$ cat config.mk
export PLATFORM = sky130hd
export DESIGN_NAME = esc_speed_reverse_sequencer
export DESIGN_NICKNAME = d
export VERILOG_FILES = /design/src/hw/rtl/esc_srs_pkg.sv /design/src/hw/rtl/esc_srs_cfg.sv /design/src/hw/rtl/esc_srs_seq.sv /design/src/hw/rtl/esc_srs_duty.sv /design/src/hw/rtl/esc_speed_reverse_sequencer.sv
export SDC_FILE = /design/constraint.sdc
export NUM_CORES = 2
export LEC_CHECK = 0
export BUFFER_PORTS_ARGS = -buffer_cell sky130_fd_sc_hd__clkbuf_2
export CORE_ASPECT_RATIO = 1.4
export CORE_MARGIN = 2
export CORE_UTILIZATION = 53
export DETAILED_ROUTE_END_ITERATION = 8
export GPL_TIMING_DRIVEN = 0
export HOLD_SLACK_MARGIN = 0.05
export PLACE_DENSITY_LB_ADDON = 0.25
export SLEW_MARGIN = 20
export SYNTH_ARGS = -nofsm -noshare
export SYNTH_HDL_FRONTEND = slang
export SYNTH_SLANG_ARGS = --single-unit
$ cat constraint.sdc
create_clock -name i_clk -period 27.7 [get_ports i_clk]
set_input_delay 4.155 -clock i_clk [delete_from_list [all_inputs] [get_ports i_clk]]
set_output_delay 4.155 -clock i_clk [all_outputs]
set_load 0.01 [all_outputs]
$ cat src/hw/rtl/esc_srs_pkg.sv
`timescale 1ns / 1ps
// Shared types, register indexes and constants of the ESC speed and reverse sequencer.
// Depends on nothing; every other file of the block imports it.
package esc_srs_pkg;

    localparam int DUTY_WIDTH_DEF = 16;
    localparam int CFG_ADDR_WIDTH = 5;
    localparam int STEP_WIDTH     = 7;
    localparam int MAG_WIDTH      = 7;
    localparam int SPD_EXT_WIDTH  = 10;

    localparam logic [31:0] DUTY_CEIL_RESET = 32'd65535;
    localparam logic [STEP_WIDTH-1:0] STEP_RESET = 7'd10;

    // Exact divide by 100 for any 32 bit unsigned value.
    localparam logic [31:0] RECIP_100       = 32'h51EB851F;
    localparam int          RECIP_100_SHIFT = 37;
    // Exact divide by 100 for values below 10000.
    localparam logic [12:0] RECIP_100_SMALL       = 13'd5243;
    localparam int          RECIP_100_SMALL_SHIFT = 19;

    localparam logic signed [SPD_EXT_WIDTH-1:0] SPEED_MAX       = 10'sd100;
    localparam logic signed [SPD_EXT_WIDTH-1:0] SPEED_MIN       = -10'sd100;
    localparam logic signed [SPD_EXT_WIDTH-1:0] BRAKE_FWD_SPEED = 10'sd50;
    localparam logic signed [SPD_EXT_WIDTH-1:0] REV_PROBE_SPEED = -10'sd20;
    localparam logic signed [SPD_EXT_WIDTH-1:0] SPEED_ZERO      = 10'sd0;

    typedef enum logic [2:0] {
        REG_DUTY_NEUTRAL   = 3'd0,
        REG_DUTY_RANGE_NEG = 3'd1,
        REG_DUTY_RANGE_POS = 3'd2,
        REG_DUTY_FLOOR     = 3'd3,
        REG_DUTY_CEILING   = 3'd4,
        REG_STEP_FORWARD   = 3'd5,
        REG_STEP_REVERSE   = 3'd6
    } t_reg_idx;

    typedef enum logic [2:0] {
        OP_TICK      = 3'd0,
        OP_SET_SPEED = 3'd1,
        OP_BRAKE     = 3'd2,
        OP_STEP_UP   = 3'd3,
        OP_STEP_DOWN = 3'd4,
        OP_PAUSE     = 3'd5
    } t_op;

    typedef enum logic [1:0] {
        HD_UNDEF = 2'd0,
        HD_FWD   = 2'd1,
        HD_REV   = 2'd2
    } t_heading;

    typedef enum logic [2:0] {
        PH_NORMAL      = 3'd0,
        PH_REV_PENDING = 3'd1,
        PH_REV_SET     = 3'd2,
        PH_NEUTRAL_SET = 3'd3,
        PH_FIN_BRAKE   = 3'd4
    } t_phase;

    // What the sequencer hands to the duty pipeline for one command.
    typedef struct packed {
        logic                  chg;
        logic                  neg;
        logic                  zero;
        logic [MAG_WIDTH-1:0]  mag;
        logic signed [7:0]     speed;
        t_heading              heading;
        t_phase                phase;
        logic                  brake;
        logic signed [7:0]     prior;
    } t_seq_word;

endpackage

$ cat src/hw/rtl/esc_srs_cfg.sv
`timescale 1ns / 1ps
// Configuration registers behind the APB-style port, plus the duty ranges split by 100.
// Depends on esc_srs_pkg.
module esc_srs_cfg
    import esc_srs_pkg::*;
#(
    parameter int DUTY_WIDTH = DUTY_WIDTH_DEF
) (
    input  logic                      i_clk,
    input  logic                      i_rst_n,
    input  logic                      psel,
    input  logic                      penable,
    input  logic                      pwrite,
    input  logic [CFG_ADDR_WIDTH-1:0] paddr,
    input  logic [31:0]               pwdata,
    output logic [31:0]               prdata,
    output logic                      pready,
    output logic [DUTY_WIDTH-1:0]     o_neutral,
    output logic [DUTY_WIDTH-1:0]     o_floor,
    output logic [DUTY_WIDTH-1:0]     o_ceiling,
    output logic [DUTY_WIDTH-1:0]     o_quot_neg,
    output logic [DUTY_WIDTH-1:0]     o_quot_pos,
    output logic [MAG_WIDTH-1:0]      o_rem_neg,
    output logic [MAG_WIDTH-1:0]      o_rem_pos,
    output logic [STEP_WIDTH-1:0]     o_step_fwd,
    output logic [STEP_WIDTH-1:0]     o_step_rev
);

    logic [DUTY_WIDTH-1:0] r_neutral, r_range_neg, r_range_pos, r_floor, r_ceiling;
    logic [STEP_WIDTH-1:0] r_step_fwd, r_step_rev;
    logic [DUTY_WIDTH-1:0] r_quot_neg, r_quot_pos;
    logic                  wr_en;
    t_reg_idx              idx;
    logic [63:0]           prod_neg, prod_pos;

    assign wr_en  = psel & penable & pwrite;
    assign idx    = t_reg_idx'(paddr[CFG_ADDR_WIDTH-1:2]);
    assign pready = 1'b1;

    always_ff @(posedge i_clk) begin
        if (!i_rst_n) begin
            r_neutral   <= '0;
            r_range_neg <= '0;
            r_range_pos <= '0;
            r_floor     <= '0;
            r_ceiling   <= DUTY_WIDTH'(DUTY_CEIL_RESET);
            r_step_fwd  <= STEP_RESET;
            r_step_rev  <= STEP_RESET;
        end else if (wr_en) begin
            unique case (idx)
                REG_DUTY_NEUTRAL:   r_neutral   <= pwdata[DUTY_WIDTH-1:0];
                REG_DUTY_RANGE_NEG: r_range_neg <= pwdata[DUTY_WIDTH-1:0];
                REG_DUTY_RANGE_POS: r_range_pos <= pwdata[DUTY_WIDTH-1:0];
                REG_DUTY_FLOOR:     r_floor     <= pwdata[DUTY_WIDTH-1:0];
                REG_DUTY_CEILING:   r_ceiling   <= pwdata[DUTY_WIDTH-1:0];
                REG_STEP_FORWARD:   r_step_fwd  <= pwdata[STEP_WIDTH-1:0];
                REG_STEP_REVERSE:   r_step_rev  <= pwdata[STEP_WIDTH-1:0];
                default: ;
            endcase
        end
    end

    // Range = 100 * quotient + remainder. The quotient is registered from the range register,
    // and the remainder is formed from it without a further register.
    assign prod_neg = 64'(32'(r_range_neg)) * 64'(RECIP_100);
    assign prod_pos = 64'(32'(r_range_pos)) * 64'(RECIP_100);

    always_ff @(posedge i_clk) begin
        r_quot_neg <= DUTY_WIDTH'(prod_neg >> RECIP_100_SHIFT);
        r_quot_pos <= DUTY_WIDTH'(prod_pos >> RECIP_100_SHIFT);
    end

    always_comb begin
        unique case (idx)
            REG_DUTY_NEUTRAL:   prdata = 32'(r_neutral);
            REG_DUTY_RANGE_NEG: prdata = 32'(r_range_neg);
            REG_DUTY_RANGE_POS: prdata = 32'(r_range_pos);
            REG_DUTY_FLOOR:     prdata = 32'(r_floor);
            REG_DUTY_CEILING:   prdata = 32'(r_ceiling);
            REG_STEP_FORWARD:   prdata = 32'(r_step_fwd);
            REG_STEP_REVERSE:   prdata = 32'(r_step_rev);
            default:            prdata = '0;
        endcase
    end

    assign o_neutral  = r_neutral;
    assign o_floor    = r_floor;
    assign o_ceiling  = r_ceiling;
    assign o_quot_neg = r_quot_neg;
    assign o_quot_pos = r_quot_pos;
    assign o_rem_neg  = MAG_WIDTH'(32'(r_range_neg) - 32'(r_quot_neg) * 32'd100);
    assign o_rem_pos  = MAG_WIDTH'(32'(r_range_pos) - 32'(r_quot_pos) * 32'd100);
    assign o_step_fwd = r_step_fwd;
    assign o_step_rev = r_step_rev;

endmodule

$ cat src/hw/rtl/esc_srs_seq.sv
`timescale 1ns / 1ps
// Command input register and the speed, heading, phase and brake sequencer.
// Depends on esc_srs_pkg.
module esc_srs_seq
    import esc_srs_pkg::*;
(
    input  logic                  i_clk,
    input  logic                  i_rst_n,
    input  logic                  i_in_valid,
    output logic                  o_in_ready,
    input  logic [2:0]            i_operation,
    input  logic signed [7:0]     i_speed_value,
    input  logic [STEP_WIDTH-1:0] i_step_fwd,
    input  logic [STEP_WIDTH-1:0] i_step_rev,
    output logic                  o_word_valid,
    input  logic                  i_word_ready,
    output t_seq_word             o_word
);

    logic                            r_in_valid;
    logic [2:0]                      r_op;
    logic signed [7:0]               r_sv;
    logic signed [7:0]               r_speed;
    t_heading                        r_heading;
    t_phase                          r_phase;
    logic                            r_brake;
    logic                            r_word_valid;
    t_seq_word                       r_word;

    logic signed [7:0]               n_speed;
    t_heading                        n_heading;
    t_phase                          n_phase;
    logic                            n_brake;
    t_seq_word                       n_word;

    logic                            load_word, load_in, step_now;
    logic                            apply, chg, hd_force;
    t_heading                        hd_val;
    logic signed [SPD_EXT_WIDTH-1:0] req, spd_ext, step_sel, nxt_dn;
    logic signed [7:0]               sat_s, abs_s;

    function automatic logic signed [7:0] sat_speed(input logic signed [SPD_EXT_WIDTH-1:0] s);
        logic signed [7:0] res;
        if (s < SPEED_MIN) begin
            res = 8'(SPEED_MIN);
        end else if (s > SPEED_MAX) begin
            res = 8'(SPEED_MAX);
        end else begin
            res = 8'(s);
        end
        return res;
    endfunction

    assign load_word  = !r_word_valid || i_word_ready;
    assign load_in    = !r_in_valid || load_word;
    assign o_in_ready = load_in;
    assign step_now   = load_word && r_in_valid;

    assign spd_ext  = $signed({{(SPD_EXT_WIDTH-8){r_speed[7]}}, r_speed});
    assign step_sel = (r_speed >= 0) ? $signed({3'b000, i_step_fwd})
                                     : $signed({3'b000, i_step_rev});
    assign nxt_dn   = spd_ext - step_sel;

    always_comb begin
        n_heading = r_heading;
        n_phase   = r_phase;
        n_brake   = r_brake;
        req       = SPEED_ZERO;
        apply     = 1'b0;
        hd_force  = 1'b0;
        hd_val    = r_heading;
        case (t_op'(r_op))
            OP_TICK: begin
                unique case (r_phase)
                    PH_NORMAL: begin
                        if (r_brake && r_heading == HD_REV) begin
                            apply    = 1'b1;
                            req      = BRAKE_FWD_SPEED;
                            n_phase  = PH_FIN_BRAKE;
                            n_brake  = 1'b0;
                            hd_force = 1'b1;
                            hd_val   = HD_FWD;
                        end else if (r_speed > 0) begin
                            apply = 1'b1;
                            req   = spd_ext - 10'sd1;
                        end else if (r_speed < 0) begin
                            apply = 1'b1;
                            req   = spd_ext + 10'sd1;
                        end
                    end
                    PH_REV_PENDING: begin
                        apply   = 1'b1;
                        req     = REV_PROBE_SPEED;
                        n_phase = PH_REV_SET;
                    end
                    PH_REV_SET: begin
                        apply   = 1'b1;
                        req     = SPEED_ZERO;
                        n_phase = PH_NEUTRAL_SET;
                    end
                    PH_NEUTRAL_SET: begin
                        apply = 1'b1;
                        if (r_brake) begin
                            req      = SPEED_MIN;
                            n_phase  = PH_FIN_BRAKE;
                            n_brake  = 1'b0;
                            hd_force = 1'b1;
                            hd_val   = HD_REV;
                        end else begin
                            req     = -$signed({3'b000, i_step_rev});
                            n_phase = PH_NORMAL;
                        end
                    end
                    PH_FIN_BRAKE: begin
                        apply   = 1'b1;
                        req     = SPEED_ZERO;
                        n_phase = PH_NORMAL;
                    end
                    default: ;
                endcase
            end
            OP_SET_SPEED: begin
                apply = 1'b1;
                req   = $signed({{(SPD_EXT_WIDTH-8){r_sv[7]}}, r_sv});
            end
            OP_BRAKE: begin
                n_brake = 1'b1;
                if (r_heading == HD_FWD) begin
                    n_phase = PH_REV_PENDING;
                end
            end
            OP_STEP_UP: begin
                n_brake = 1'b0;
                apply   = 1'b1;
                req     = spd_ext + step_sel;
            end
            OP_STEP_DOWN: begin
                n_brake = 1'b0;
                if (r_phase == PH_NORMAL) begin
                    // Stepping down through zero while heading forward starts the
                    // reverse sequence instead of changing the speed.
                    if (r_speed >= 0 && nxt_dn < 0 && r_heading == HD_FWD) begin
                        hd_force = 1'b1;
                        hd_val   = HD_REV;
                        n_phase  = PH_REV_PENDING;
                    end else begin
                        apply = 1'b1;
                        req   = nxt_dn;
                    end
                end
            end
            OP_PAUSE: begin
                apply = 1'b1;
                req   = SPEED_ZERO;
            end
            default: ;
        endcase

        sat_s   = sat_speed(req);
        chg     = apply && (sat_s != r_speed);
        n_speed = r_speed;
        if (chg) begin
            n_speed = sat_s;
            if (sat_s > 0) begin
                n_heading = HD_FWD;
            end
        end
        if (hd_force) begin
            n_heading = hd_val;
        end

        abs_s          = (sat_s < 0) ? -sat_s : sat_s;
        n_word.chg     = chg;
        n_word.neg     = sat_s < 0;
        n_word.zero    = sat_s == 0;
        n_word.mag     = abs_s[MAG_WIDTH-1:0];
        n_word.speed   = n_speed;
        n_word.heading = n_heading;
        n_word.phase   = n_phase;
        n_word.brake   = n_brake;
        n_word.prior   = r_speed;
    end

    always_ff @(posedge i_clk) begin
        if (!i_rst_n) begin
            r_in_valid   <= 1'b0;
            r_word_valid <= 1'b0;
            r_speed      <= '0;
            r_heading    <= HD_UNDEF;
            r_phase      <= PH_NORMAL;
            r_brake      <= 1'b0;
        end else begin
            if (load_in) begin
                r_in_valid <= i_in_valid;
                r_op       <= i_operation;
                r_sv       <= i_speed_value;
            end
            if (load_word) begin
                r_word_valid <= r_in_valid;
                r_word       <= n_word;
            end
            if (step_now) begin
                r_speed   <= n_speed;
                r_heading <= n_heading;
                r_phase   <= n_phase;
                r_brake   <= n_brake;
            end
        end
    end

    assign o_word_valid = r_word_valid;
    assign o_word       = r_word;

endmodule

$ cat src/hw/rtl/esc_srs_duty.sv
`timescale 1ns / 1ps
// Duty pipeline: scale the speed by the range, divide by 100, clamp, and hold the result word.
// Depends on esc_srs_pkg.
module esc_srs_duty
    import esc_srs_pkg::*;
#(
    parameter int DUTY_WIDTH = DUTY_WIDTH_DEF
) (
    input  logic                  i_clk,
    input  logic                  i_rst_n,
    input  logic                  i_word_valid,
    output logic                  o_word_ready,
    input  t_seq_word             i_word,
    input  logic [DUTY_WIDTH-1:0] i_neutral,
    input  logic [DUTY_WIDTH-1:0] i_floor,
    input  logic [DUTY_WIDTH-1:0] i_ceiling,
    input  logic [DUTY_WIDTH-1:0] i_quot_neg,
    input  logic [DUTY_WIDTH-1:0] i_quot_pos,
    input  logic [MAG_WIDTH-1:0]  i_rem_neg,
    input  logic [MAG_WIDTH-1:0]  i_rem_pos,
    output logic                  o_out_valid,
    input  logic                  i_out_ready,
    output logic [DUTY_WIDTH-1:0] o_duty_count,
    output logic signed [7:0]     o_speed_now,
    output logic [1:0]            o_heading,
    output logic [2:0]            o_phase,
    output logic                  o_brake_flag,
    output logic signed [7:0]     o_prior_speed
);

    localparam int HI_WIDTH = DUTY_WIDTH + MAG_WIDTH;
    localparam int LO_WIDTH = 2 * MAG_WIDTH;
    localparam int LP_WIDTH = LO_WIDTH + 13;
    localparam int D_WIDTH  = DUTY_WIDTH + 2;

    logic                      r_v2, r_v3, r_vout;
    logic [HI_WIDTH-1:0]       r2_hi;
    logic [LO_WIDTH-1:0]       r2_lo;
    t_seq_word                 r2_word, r3_word, r_out_word;
    logic signed [D_WIDTH-1:0] r3_d;
    logic [DUTY_WIDTH-1:0]     r_duty;

    logic                      load_out, load3, load2;
    logic [DUTY_WIDTH-1:0]     q_sel;
    logic [MAG_WIDTH-1:0]      rem_sel;
    logic [LP_WIDTH-1:0]       lo_prod;
    logic [MAG_WIDTH-1:0]      lo_q, lo_r;
    logic [LO_WIDTH-1:0]       lo_c;
    logic [HI_WIDTH-1:0]       q_sum;
    logic [DUTY_WIDTH-1:0]     q;
    logic signed [D_WIDTH-1:0] n_ext, q_ext, fl_ext, cl_ext, n_d, d_fl, d_cl;

    assign load_out     = !r_vout || i_out_ready;
    assign load3        = !r_v3 || load_out;
    assign load2        = !r_v2 || load3;
    assign o_word_ready = load2;

    // Stage two: quotient and remainder parts of range times magnitude.
    assign q_sel   = i_word.neg ? i_quot_neg : i_quot_pos;
    assign rem_sel = i_word.neg ? i_rem_neg : i_rem_pos;

    // Stage three: finish the divide by 100 and form the truncated duty.
    assign lo_prod = LP_WIDTH'(r2_lo) * LP_WIDTH'(RECIP_100_SMALL);
    assign lo_q    = MAG_WIDTH'(lo_prod >> RECIP_100_SMALL_SHIFT);
    assign lo_c    = LO_WIDTH'(lo_q) * LO_WIDTH'(100);
    assign lo_r    = r2_lo[MAG_WIDTH-1:0] - lo_c[MAG_WIDTH-1:0];
    assign q_sum   = r2_hi + HI_WIDTH'(lo_q);
    assign q       = q_sum[DUTY_WIDTH-1:0];
    assign n_ext   = $signed({2'b00, i_neutral});
    assign q_ext   = $signed({2'b00, q});

    always_comb begin
        if (r2_word.zero) begin
            n_d = n_ext;
        end else if (!r2_word.neg) begin
            n_d = n_ext + q_ext;
        end else if (i_neutral > q && lo_r != '0) begin
            // A positive numerator with a remainder truncates one step lower.
            n_d = n_ext - q_ext - D_WIDTH'(1);
        end else begin
            n_d = n_ext - q_ext;
        end
    end

    // Output stage: floor first, then the ceiling, which wins if they cross.
    assign fl_ext = $signed({2'b00, i_floor});
    assign cl_ext = $signed({2'b00, i_ceiling});
    assign d_fl   = (r3_d < fl_ext) ? fl_ext : r3_d;
    assign d_cl   = (d_fl >= cl_ext) ? cl_ext : d_fl;

    always_ff @(posedge i_clk) begin
        if (!i_rst_n) begin
            r_v2   <= 1'b0;
            r_v3   <= 1'b0;
            r_vout <= 1'b0;
            r_duty <= '0;
        end else begin
            if (load2) begin
                r_v2    <= i_word_valid;
                r2_word <= i_word;
                r2_hi   <= HI_WIDTH'(q_sel) * HI_WIDTH'(i_word.mag);
                r2_lo   <= LO_WIDTH'(rem_sel) * LO_WIDTH'(i_word.mag);
            end
            if (load3) begin
                r_v3    <= r_v2;
                r3_word <= r2_word;
                r3_d    <= n_d;
            end
            if (load_out) begin
                r_vout     <= r_v3;
                r_out_word <= r3_word;
                if (r_v3 && r3_word.chg) begin
                    r_duty <= d_cl[DUTY_WIDTH-1:0];
                end
            end
        end
    end

    assign o_out_valid   = r_vout;
    assign o_duty_count  = r_duty;
    assign o_speed_now   = r_out_word.speed;
    assign o_heading     = r_out_word.heading;
    assign o_phase       = r_out_word.phase;
    assign o_brake_flag  = r_out_word.brake;
    assign o_prior_speed = r_out_word.prior;

endmodule

$ cat src/hw/rtl/esc_speed_reverse_sequencer.sv
`timescale 1ns / 1ps
// Top level of the ESC speed and reverse sequencer: config port, sequencer and duty pipeline.
// Depends on esc_srs_pkg, esc_srs_cfg, esc_srs_seq and esc_srs_duty.
//
//   Channel   Direction  Handshake             Payload
//   command   in         i_in_valid/o_in_ready  i_operation, i_speed_value
//   result    out        o_out_valid/i_out_ready o_duty_count, o_speed_now, o_heading,
//                                               o_phase, o_brake_flag, o_prior_speed
//   config    in         psel/penable/pwrite    paddr, pwdata, prdata, pready (always high)
//
// A command word is accepted every cycle while o_in_ready is high; the accepting edge loads
// the first of five registers (input register, sequencer stage, two duty arithmetic stages,
// output register), and its result word is valid once it reaches the output register.
// The sequencer state is registered from the input register, so back-to-back commands see each other.
// The duty pipeline takes the ranges pre-split by 100, whose registered quotients settle after
// a write before any command accepted at the writing edge reaches the duty stages.
// Reset is synchronous and active low; it clears the sequencer state, the duty count to zero
// and all pipeline valids. A stalled result holds each stage behind it up to the first empty one,
// which still fills; o_in_ready drops only when the pipeline is full behind a stalled output.
module esc_speed_reverse_sequencer
    import esc_srs_pkg::*;
#(
    parameter int DUTY_WIDTH = DUTY_WIDTH_DEF
) (
    input  logic                      i_clk,
    input  logic                      i_rst_n,
    input  logic                      psel,
    input  logic                      penable,
    input  logic                      pwrite,
    input  logic [CFG_ADDR_WIDTH-1:0] paddr,
    input  logic [31:0]               pwdata,
    output logic [31:0]               prdata,
    output logic                      pready,
    input  logic                      i_in_valid,
    output logic                      o_in_ready,
    input  logic [2:0]                i_operation,
    input  logic signed [7:0]         i_speed_value,
    output logic                      o_out_valid,
    input  logic                      i_out_ready,
    output logic [DUTY_WIDTH-1:0]     o_duty_count,
    output logic signed [7:0]         o_speed_now,
    output logic [1:0]                o_heading,
    output logic [2:0]                o_phase,
    output logic                      o_brake_flag,
    output logic signed [7:0]         o_prior_speed
);

    logic [DUTY_WIDTH-1:0] neutral, floor_v, ceiling, quot_neg, quot_pos;
    logic [MAG_WIDTH-1:0]  rem_neg, rem_pos;
    logic [STEP_WIDTH-1:0] step_fwd, step_rev;
    logic                  word_valid, word_ready;
    t_seq_word             word;

    // Register file; the user changes configuration only with no command in flight; not enforced.
    esc_srs_cfg #(
        .DUTY_WIDTH (DUTY_WIDTH)
    ) u_cfg (
        .i_clk      (i_clk),
        .i_rst_n    (i_rst_n),
        .psel       (psel),
        .penable    (penable),
        .pwrite     (pwrite),
        .paddr      (paddr),
        .pwdata     (pwdata),
        .prdata     (prdata),
        .pready     (pready),
        .o_neutral  (neutral),
        .o_floor    (floor_v),
        .o_ceiling  (ceiling),
        .o_quot_neg (quot_neg),
        .o_quot_pos (quot_pos),
        .o_rem_neg  (rem_neg),
        .o_rem_pos  (rem_pos),
        .o_step_fwd (step_fwd),
        .o_step_rev (step_rev)
    );

    // The sequencer decides the new speed and flags whether the duty must be recomputed.
    esc_srs_seq u_seq (
        .i_clk         (i_clk),
        .i_rst_n       (i_rst_n),
        .i_in_valid    (i_in_valid),
        .o_in_ready    (o_in_ready),
        .i_operation   (i_operation),
        .i_speed_value (i_speed_value),
        .i_step_fwd    (step_fwd),
        .i_step_rev    (step_rev),
        .o_word_valid  (word_valid),
        .i_word_ready  (word_ready),
        .o_word        (word)
    );

    // The duty count never feeds back into the sequencer, so it can trail in a pipeline.
    esc_srs_duty #(
        .DUTY_WIDTH (DUTY_WIDTH)
    ) u_duty (
        .i_clk         (i_clk),
        .i_rst_n       (i_rst_n),
        .i_word_valid  (word_valid),
        .o_word_ready  (word_ready),
        .i_word        (word),
        .i_neutral     (neutral),
        .i_floor       (floor_v),
        .i_ceiling     (ceiling),
        .i_quot_neg    (quot_neg),
        .i_quot_pos    (quot_pos),
        .i_rem_neg     (rem_neg),
        .i_rem_pos     (rem_pos),
        .o_out_valid   (o_out_valid),
        .i_out_ready   (i_out_ready),
        .o_duty_count  (o_duty_count),
        .o_speed_now   (o_speed_now),
        .o_heading     (o_heading),
        .o_phase       (o_phase),
        .o_brake_flag  (o_brake_flag),
        .o_prior_speed (o_prior_speed)
    );

endmodule

After elaboration in Yosys (flattened, before gate mapping)
Cells that the tools add are included.
- register bits: 310
- bits of input ports: 55
- $add $sub $neg: 13
- multiply operators: 8
- order comparisons: 11
- equal/unequal tests: 18
- mux-type cells: 53
- bitwise operators: 2
- reductions and logical operators: 38
- operator list (cell ; number):
    16-bit one-hot mux with 7 select lines ; 1
    16-bit by 31-bit multiplier with 47-bit output, second input constant ; 2
    10-bit 2-to-1 mux ; 7
    18-bit 2-to-1 mux ; 3
    10-bit one-hot mux with 4 select lines ; 1
    32-bit logical NOT ; 1
    16-bit 2-to-1 mux ; 2
    10-bit one-hot mux with 3 select lines ; 1
    14-bit by 13-bit multiplier with 26-bit output, second input constant ; 1
    2-bit AND reduction ; 13
    8-bit 2-to-1 mux ; 3
    7-bit 2-to-1 mux ; 3
    7-bit subtractor ; 3
    10-bit by 5-bit multiplier with 5-bit output, second input constant ; 2
    3-bit by 2-bit equality test with 1-bit output, second input constant ; 6
    3-bit equality test, second input constant ; 6
    18-bit by 17-bit >= comparator with 1-bit output ; 1
    18-bit by 17-bit less-than comparator with 1-bit output ; 1
    18-bit by 2-bit subtractor with 18-bit output, second input constant ; 1
    16-bit by 16-bit adder with 17-bit output ; 1
    16-bit by 16-bit subtractor with 17-bit output ; 1
    16-bit by 7-bit adder with 16-bit output ; 1
    16-bit greater-than comparator ; 1
    8-bit by 1-bit greater-than comparator with 1-bit output, second input constant ; 2
    other kinds (35) ; 79

Logic depth before layout (Yosys ltp)
- depth in word-level cells: 16
- gate-level depth with buffers: 39
- mapped depth without buffers: 38

Cells and area by module
Synthesis repeated with hierarchy kept, for this count alone.
- cells, all modules: 4261
- area total of the unflattened synthesis: 40812.9 sq um
- modules (own cells, without submodules) (module ; times used ; cells each ; area an instance (sq um) ; sequential area each (sq um)):
    esc_srs_cfg ; 1 ; 2112 ; 20025.5 ; 2282.2
    esc_srs_duty ; 1 ; 1629 ; 15914.0 ; 3923.8
    esc_srs_seq ; 1 ; 520 ; 4873.4 ; 1611.5

Worst setup path after synthesis
No wires, ideal clock.
- path type: input to output
- start point: input paddr[2]
- end point: output prdata[3]
- arrival time: 5.745 ns
- setup slack: 17.800 ns
- cell stages on the path: 4
- path buffers: 2
- path through: clkbuf_1 buf_1 mux4_2 mux2_2
- word-level cells in the longest chain between the ends: 2
- elaborated cells on any way between the ends: 8
- those cells by class: 6 x eq/ne; 1 x mux; 1 x reduce/logical
- ends and longest elaborated chain (element ; RTL line ; source):
    start, declared ; esc_speed_reverse_sequencer.sv:30 ; input logic [CFG_ADDR_WIDTH-1:0] paddr,
    3-bit equality test, or another cell as far along ; esc_srs_cfg.sv:74 ; unique case (idx)
    16-bit one-hot mux with 7 select lines * ; esc_srs_cfg.sv:74 ;
    end, declared ; esc_speed_reverse_sequencer.sv:32 ; output logic [31:0] prdata,
Mark *: on every way between the ends. The rest lies on a longest branch, timed or not.

Worst setup path in the final report
- start point: register u_duty.r2_lo[8]
- end point: register u_duty.r3_d[10], data pin
- word-level cells in the longest chain between the ends: 8
- elaborated cells on any way between the ends: 13
- those cells by class: 5 x add/sub; 2 x mul; 1 x order compare; 3 x mux; 2 x reduce/logical
- ends and longest elaborated chain (element ; RTL line ; source):
    start, declared ; esc_srs_duty.sv:38 ; logic [LO_WIDTH-1:0] r2_lo;
    start signal, assigned ; esc_srs_duty.sv:102 ; r2_lo <= LO_WIDTH'(rem_sel) * LO_WIDTH'(i_word.mag);
    14-bit by 13-bit multiplier with 26-bit output * ; esc_srs_duty.sv:63 ; assign lo_prod = LP_WIDTH'(r2_lo) * LP_WIDTH'(RECIP_100_SMALL);
    parallel branches: the longest is 5 deep, another holds 18-bit by 2-bit subtractor with 18-bit output ; n/a ;
    18-bit 2-to-1 mux * ; esc_srs_duty.sv:75 ; end else if (!r2_word.neg) begin
    16-bit 2-to-1 mux * ; esc_srs_duty.sv:73 ; if (r2_word.zero) begin
    via u_duty.n_d[10] ; esc_srs_duty.sv:51 ; logic signed [D_WIDTH-1:0] n_ext, q_ext, fl_ext, cl_ext, n_d, d_fl, d_cl;
    end signal, assigned ; esc_srs_duty.sv:107 ; r3_d <= n_d;
    end, declared ; esc_srs_duty.sv:40 ; logic signed [D_WIDTH-1:0] r3_d;
Mark *: on every way through the listed nets, which the timed path passes.
A chain may end at the register's enable or synchronous reset.

==> reports/summary.json <==
{
  "synth": {
    "ys_ff_latch": 310,
    "ys_seq_area_share_pct": 20.4,
    "synth-async-reset-ratio_pct": 0,
    "synthesis.area_um2": 38400,
    "synth.top_cell.area_share_pct": 22.5,
    "synth_enable_flop_cells": 161,
    "yosys_warns": 0,
    "share_of_the_synthesized_netlist_area_taken_by_xor_and_xnor_gates_pct": 3.31,
    "gate_count_of_the_mapped_netlist": 3930,
    "synth_compound_gate_area_share_pct": 11.3,
    "synth_top_family_by_area": "adder cells",
    "synth_adder_area_share_pct": 42.7,
    "netlist-cell-type-count": 97,
    "share_of_synthesized_cell_area_in_and_or_nand_and_nor_gates_pct": 9.86,
    "syn-mean-instance-area_um2": 9.77,
    "synth_top_cells_by_area": "sky130_fd_sc_hd__fa_1 (22%), sky130_fd_sc_hd__ha_1 (20%), sky130_fd_sc_hd__edfxtp_1 (13%)",
    "post-synth-top-area-cell": "sky130_fd_sc_hd__fa_1",
    "synth_top_flop_cell": "sky130_fd_sc_hd__edfxtp_1",
    "yosys-mux-area-fraction_pct": 3.51,
    "synth_most_common_cell": "sky130_fd_sc_hd__inv_1",
    "synth_commonest_cells": "sky130_fd_sc_hd__inv_1 (774), sky130_fd_sc_hd__ha_1 (620), sky130_fd_sc_hd__fa_1 (431)"
  },
  "sta": {
    "rsz0062_at_grt": "no",
    "post-route-worst-setup-slack_ps": 16940,
    "final_period_minus_worst_setup_slack_ps": 10760,
    "drv_slew": 0,
    "report.final.hold_viol_count": 0,
    "maxClockFrequency_mhz": 92.9,
    "tightestPinTransition_ps": 1080,
    "timing.hold.ws_ps": 414,
    "finalCritPeriodShare_pct": 38.8,
    "report.final.setup_viol": 0,
    "tns_ps": 0,
    "slew-limit-headroom_pct": 28.0,
    "finalClockSkew_ps": 37.6
  },
  "grt": {
    "grt_overflow_total": 0,
    "grt_first_pass_wirelength_um": 159000,
    "grt_max_degree": 25,
    "initial_antenna_violation_count": 4,
    "via_count_of_the_first_global_routing_pass": 29303,
    "globalRouteTotalUtil_pct": 27.3
  },
  "power_and_ir_drop": {
    "ir_worst_vdd_uv": 150,
    "power.density_cell_area_nw_per_um2": 83.9,
    "power.leakage_nw": 20.9
  },
  "layout": {
    "num-nets-final": 5185,
    "layout-drive-gt1-share_pct": 7.14,
    "areaGrowthSynthToFinish_pct": 7.84
  },
  "drt": {
    "drt-pass1-iter-count": 5,
    "antenna_left": 0,
    "viasPerCell": 5.57,
    "wl_um": 98600,
    "drt_drc_violations_left": 0,
    "routed-via-count": 28161,
    "routed_wl_per_cell_um": 19.5,
    "detailedRoute.firstIterationViolations": 1721
  },
  "placement": {
    "globalplace.congestion": 0.957,
    "io_buffer_count": 91,
    "dp_slack_ps": 16950,
    "dp.final_hpwl_um": 82600
  },
  "cts": {
    "path_clk_slew_ps": 60,
    "max-clock-path-buffers": 3,
    "cts_hold_buffers": 0,
    "numCtsBuffers": 36,
    "cts_htree_levels": 2,
    "clk-insertion-delay-late_ps": 560,
    "clock-sinks": 310,
    "postCtsSetupRepairBufs": 0,
    "tritoncts_clock_tree": "built",
    "cts.root.buffer_cell": "sky130_fd_sc_hd__clkbuf_16",
    "cts.repair.resized": 0
  },
  "worst_setup_path": {
    "worstPathArrival_ps": 11040,
    "path_buf_inv": 4,
    "crit_family": "compound AO/OA/AOI/OAI gates",
    "crit_path_start_kind": "flop",
    "critPathKind": "reg2reg",
    "required_ps": 27980,
    "critical_path.max_fanout": 10,
    "crit_path_top_delay_cell": "sky130_fd_sc_hd__a2111oi_2",
    "delay_of_the_slowest_cell_on_the_worst_path_ps": 920,
    "worstSetupEndpointType": "flop"
  },
  "flow_run": {
    "timing.max_cap.violations": 0
  },
  "run_status": {
    "status": "finished, final reports clean"
  },
  "floorplan": {
    "floorplan.initialDensity_pct": 53.6,
    "ioPinCount": 128,
    "site_row_count": 116,
    "die_h_um": 322,
    "core_area_um2": 71600,
    "chip_width_um": 231,
    "floorplan.die_area_um2": 74600
  },
  "min_path": {
    "min-delay-path-class": "reg2reg"
  }
}
==> layer usage <==
metal | vias to the layer above | part of all wire (%) | global-route usage (%)
li1 | 13332 | - | -
met1 | 13827 | 41 | 34.5
met2 | 825 | 51 | 49.0
met3 | 175 | 5.2 | 3.05
met4 | 2 | 3.1 | 8.09
met5 | - | 0.011 | 0
==> flip-flops by register name, indices dropped and copies added, names as in the netlist, 8 cells and up <==
name	flops
u_seq.o_word	32
u_duty.r2_word	25
u_duty.r3_word	23
u_duty.r3_d	18
u_cfg.o_ceiling	16
u_cfg.o_floor	16
u_cfg.o_neutral	16
u_cfg.r_range_neg	16
u_cfg.r_range_pos	16
u_duty.o_duty_count	16
u_duty.r2_hi	16
u_duty.r2_lo	14
u_cfg.o_quot_neg	10
u_cfg.o_quot_pos	10
u_duty.o_prior_speed	8
u_duty.o_speed_now	8
u_seq.r_speed	8
u_seq.r_sv	8
==> placed cells by master (no fill, tap or decap), types with 17 or more instances in the layout <==
cell type and n:
sky130_fd_sc_hd__nand2_1 334, sky130_fd_sc_hd__xnor2_1 109, sky130_fd_sc_hd__xor2_1 36, sky130_fd_sc_hd__clkbuf_16 38, sky130_fd_sc_hd__fa_1 431, sky130_fd_sc_hd__nor2_1 115
sky130_fd_sc_hd__clkbuf_2 92, sky130_fd_sc_hd__and2_1 59, sky130_fd_sc_hd__nor2b_1 44, sky130_fd_sc_hd__edfxtp_1 161, sky130_fd_sc_hd__conb_1 17, sky130_fd_sc_hd__a21boi_0 71
sky130_fd_sc_hd__nor3_1 34, sky130_fd_sc_hd__clkbuf_1 92, sky130_fd_sc_hd__buf_4 18, sky130_fd_sc_hd__o21bai_1 24, sky130_fd_sc_hd__dfxtp_1 147, sky130_fd_sc_hd__a21o_1 67
sky130_fd_sc_hd__mux2_2 41, sky130_fd_sc_hd__a21oi_1 135, sky130_fd_sc_hd__inv_1 774, sky130_fd_sc_hd__nand3_1 43, sky130_fd_sc_hd__o21ai_0 112, sky130_fd_sc_hd__o21a_1 19
sky130_fd_sc_hd__ha_1 620, sky130_fd_sc_hd__mux2i_1 51, sky130_fd_sc_hd__or2_2 17, sky130_fd_sc_hd__o211ai_1 43, sky130_fd_sc_hd__nand2b_1 28, sky130_fd_sc_hd__nand4_1 34
sky130_fd_sc_hd__a31oi_1 19, sky130_fd_sc_hd__a211oi_1 19
==> stage by stage <==
| step | area [um^2] | util [%] | instances | total power, mW |
|---|---|---|---|---|
| after floorplan | 38400 | - | 3945 | 2.39 |
| after global placement | 40100 | 56.0 | 4980 | 2.94 |
| after detailed placement | 40200 | 56.2 | 4985 | 3.00 |
| after CTS | 41400 | 57.8 | 5049 | 3.49 |
| after global routing | 41400 | 57.8 | 5051 | 3.84 |
| final | 41400 | 57.8 | 5052 | 3.47 |
==> final cells by class <==
class                   count  area [um^2]
diodes                      3         7.51
plain buffers             115          527
clock buffers              48         1020
clock inverters            16          139
fillers                  6306        30200
inverters                 776         2910
multi-input cells        2744        27200
flip-flops and latches    310         7820
well taps                 944         1180
repair buffers             96          563
==> where the power goes <==
| part | internal [mW] | total, mW | switching, mW |
|---|---|---|---|
| clock | 0.270 | 0.467 | 0.196 |
| combinational | 0.985 | 2.43 | 1.45 |
| sequential | 0.535 | 0.572 | 0.0374 |
==> logic make-up after synthesis <==
logic type,count (synthesis)
flops,310
other cells,2
compound gates,633
buf+inv,891
simple gates,788
mux,110
xor+xnor,145
fa+ha+maj,1051
==> path summary, 6_finish.rpt <==
kind,to,slack [ps],cells past startpoint,from
hold / removal,u_duty.r2_word[3]$_DFFE_PP_,410,0,u_seq.o_word[3]$_DFFE_PP_
setup reg to reg,u_duty.r3_d[10]$_DFFE_PP_,16940,35,u_duty.r2_lo[8]$_DFFE_PP_
setup / recovery,u_duty.r3_d[10]$_DFFE_PP_,16940,35,u_duty.r2_lo[8]$_DFFE_PP_
hold reg to reg,u_duty.r2_word[3]$_DFFE_PP_,410,0,u_seq.o_word[3]$_DFFE_PP_
No activity file was read; power rests on OpenSTA's default activity.
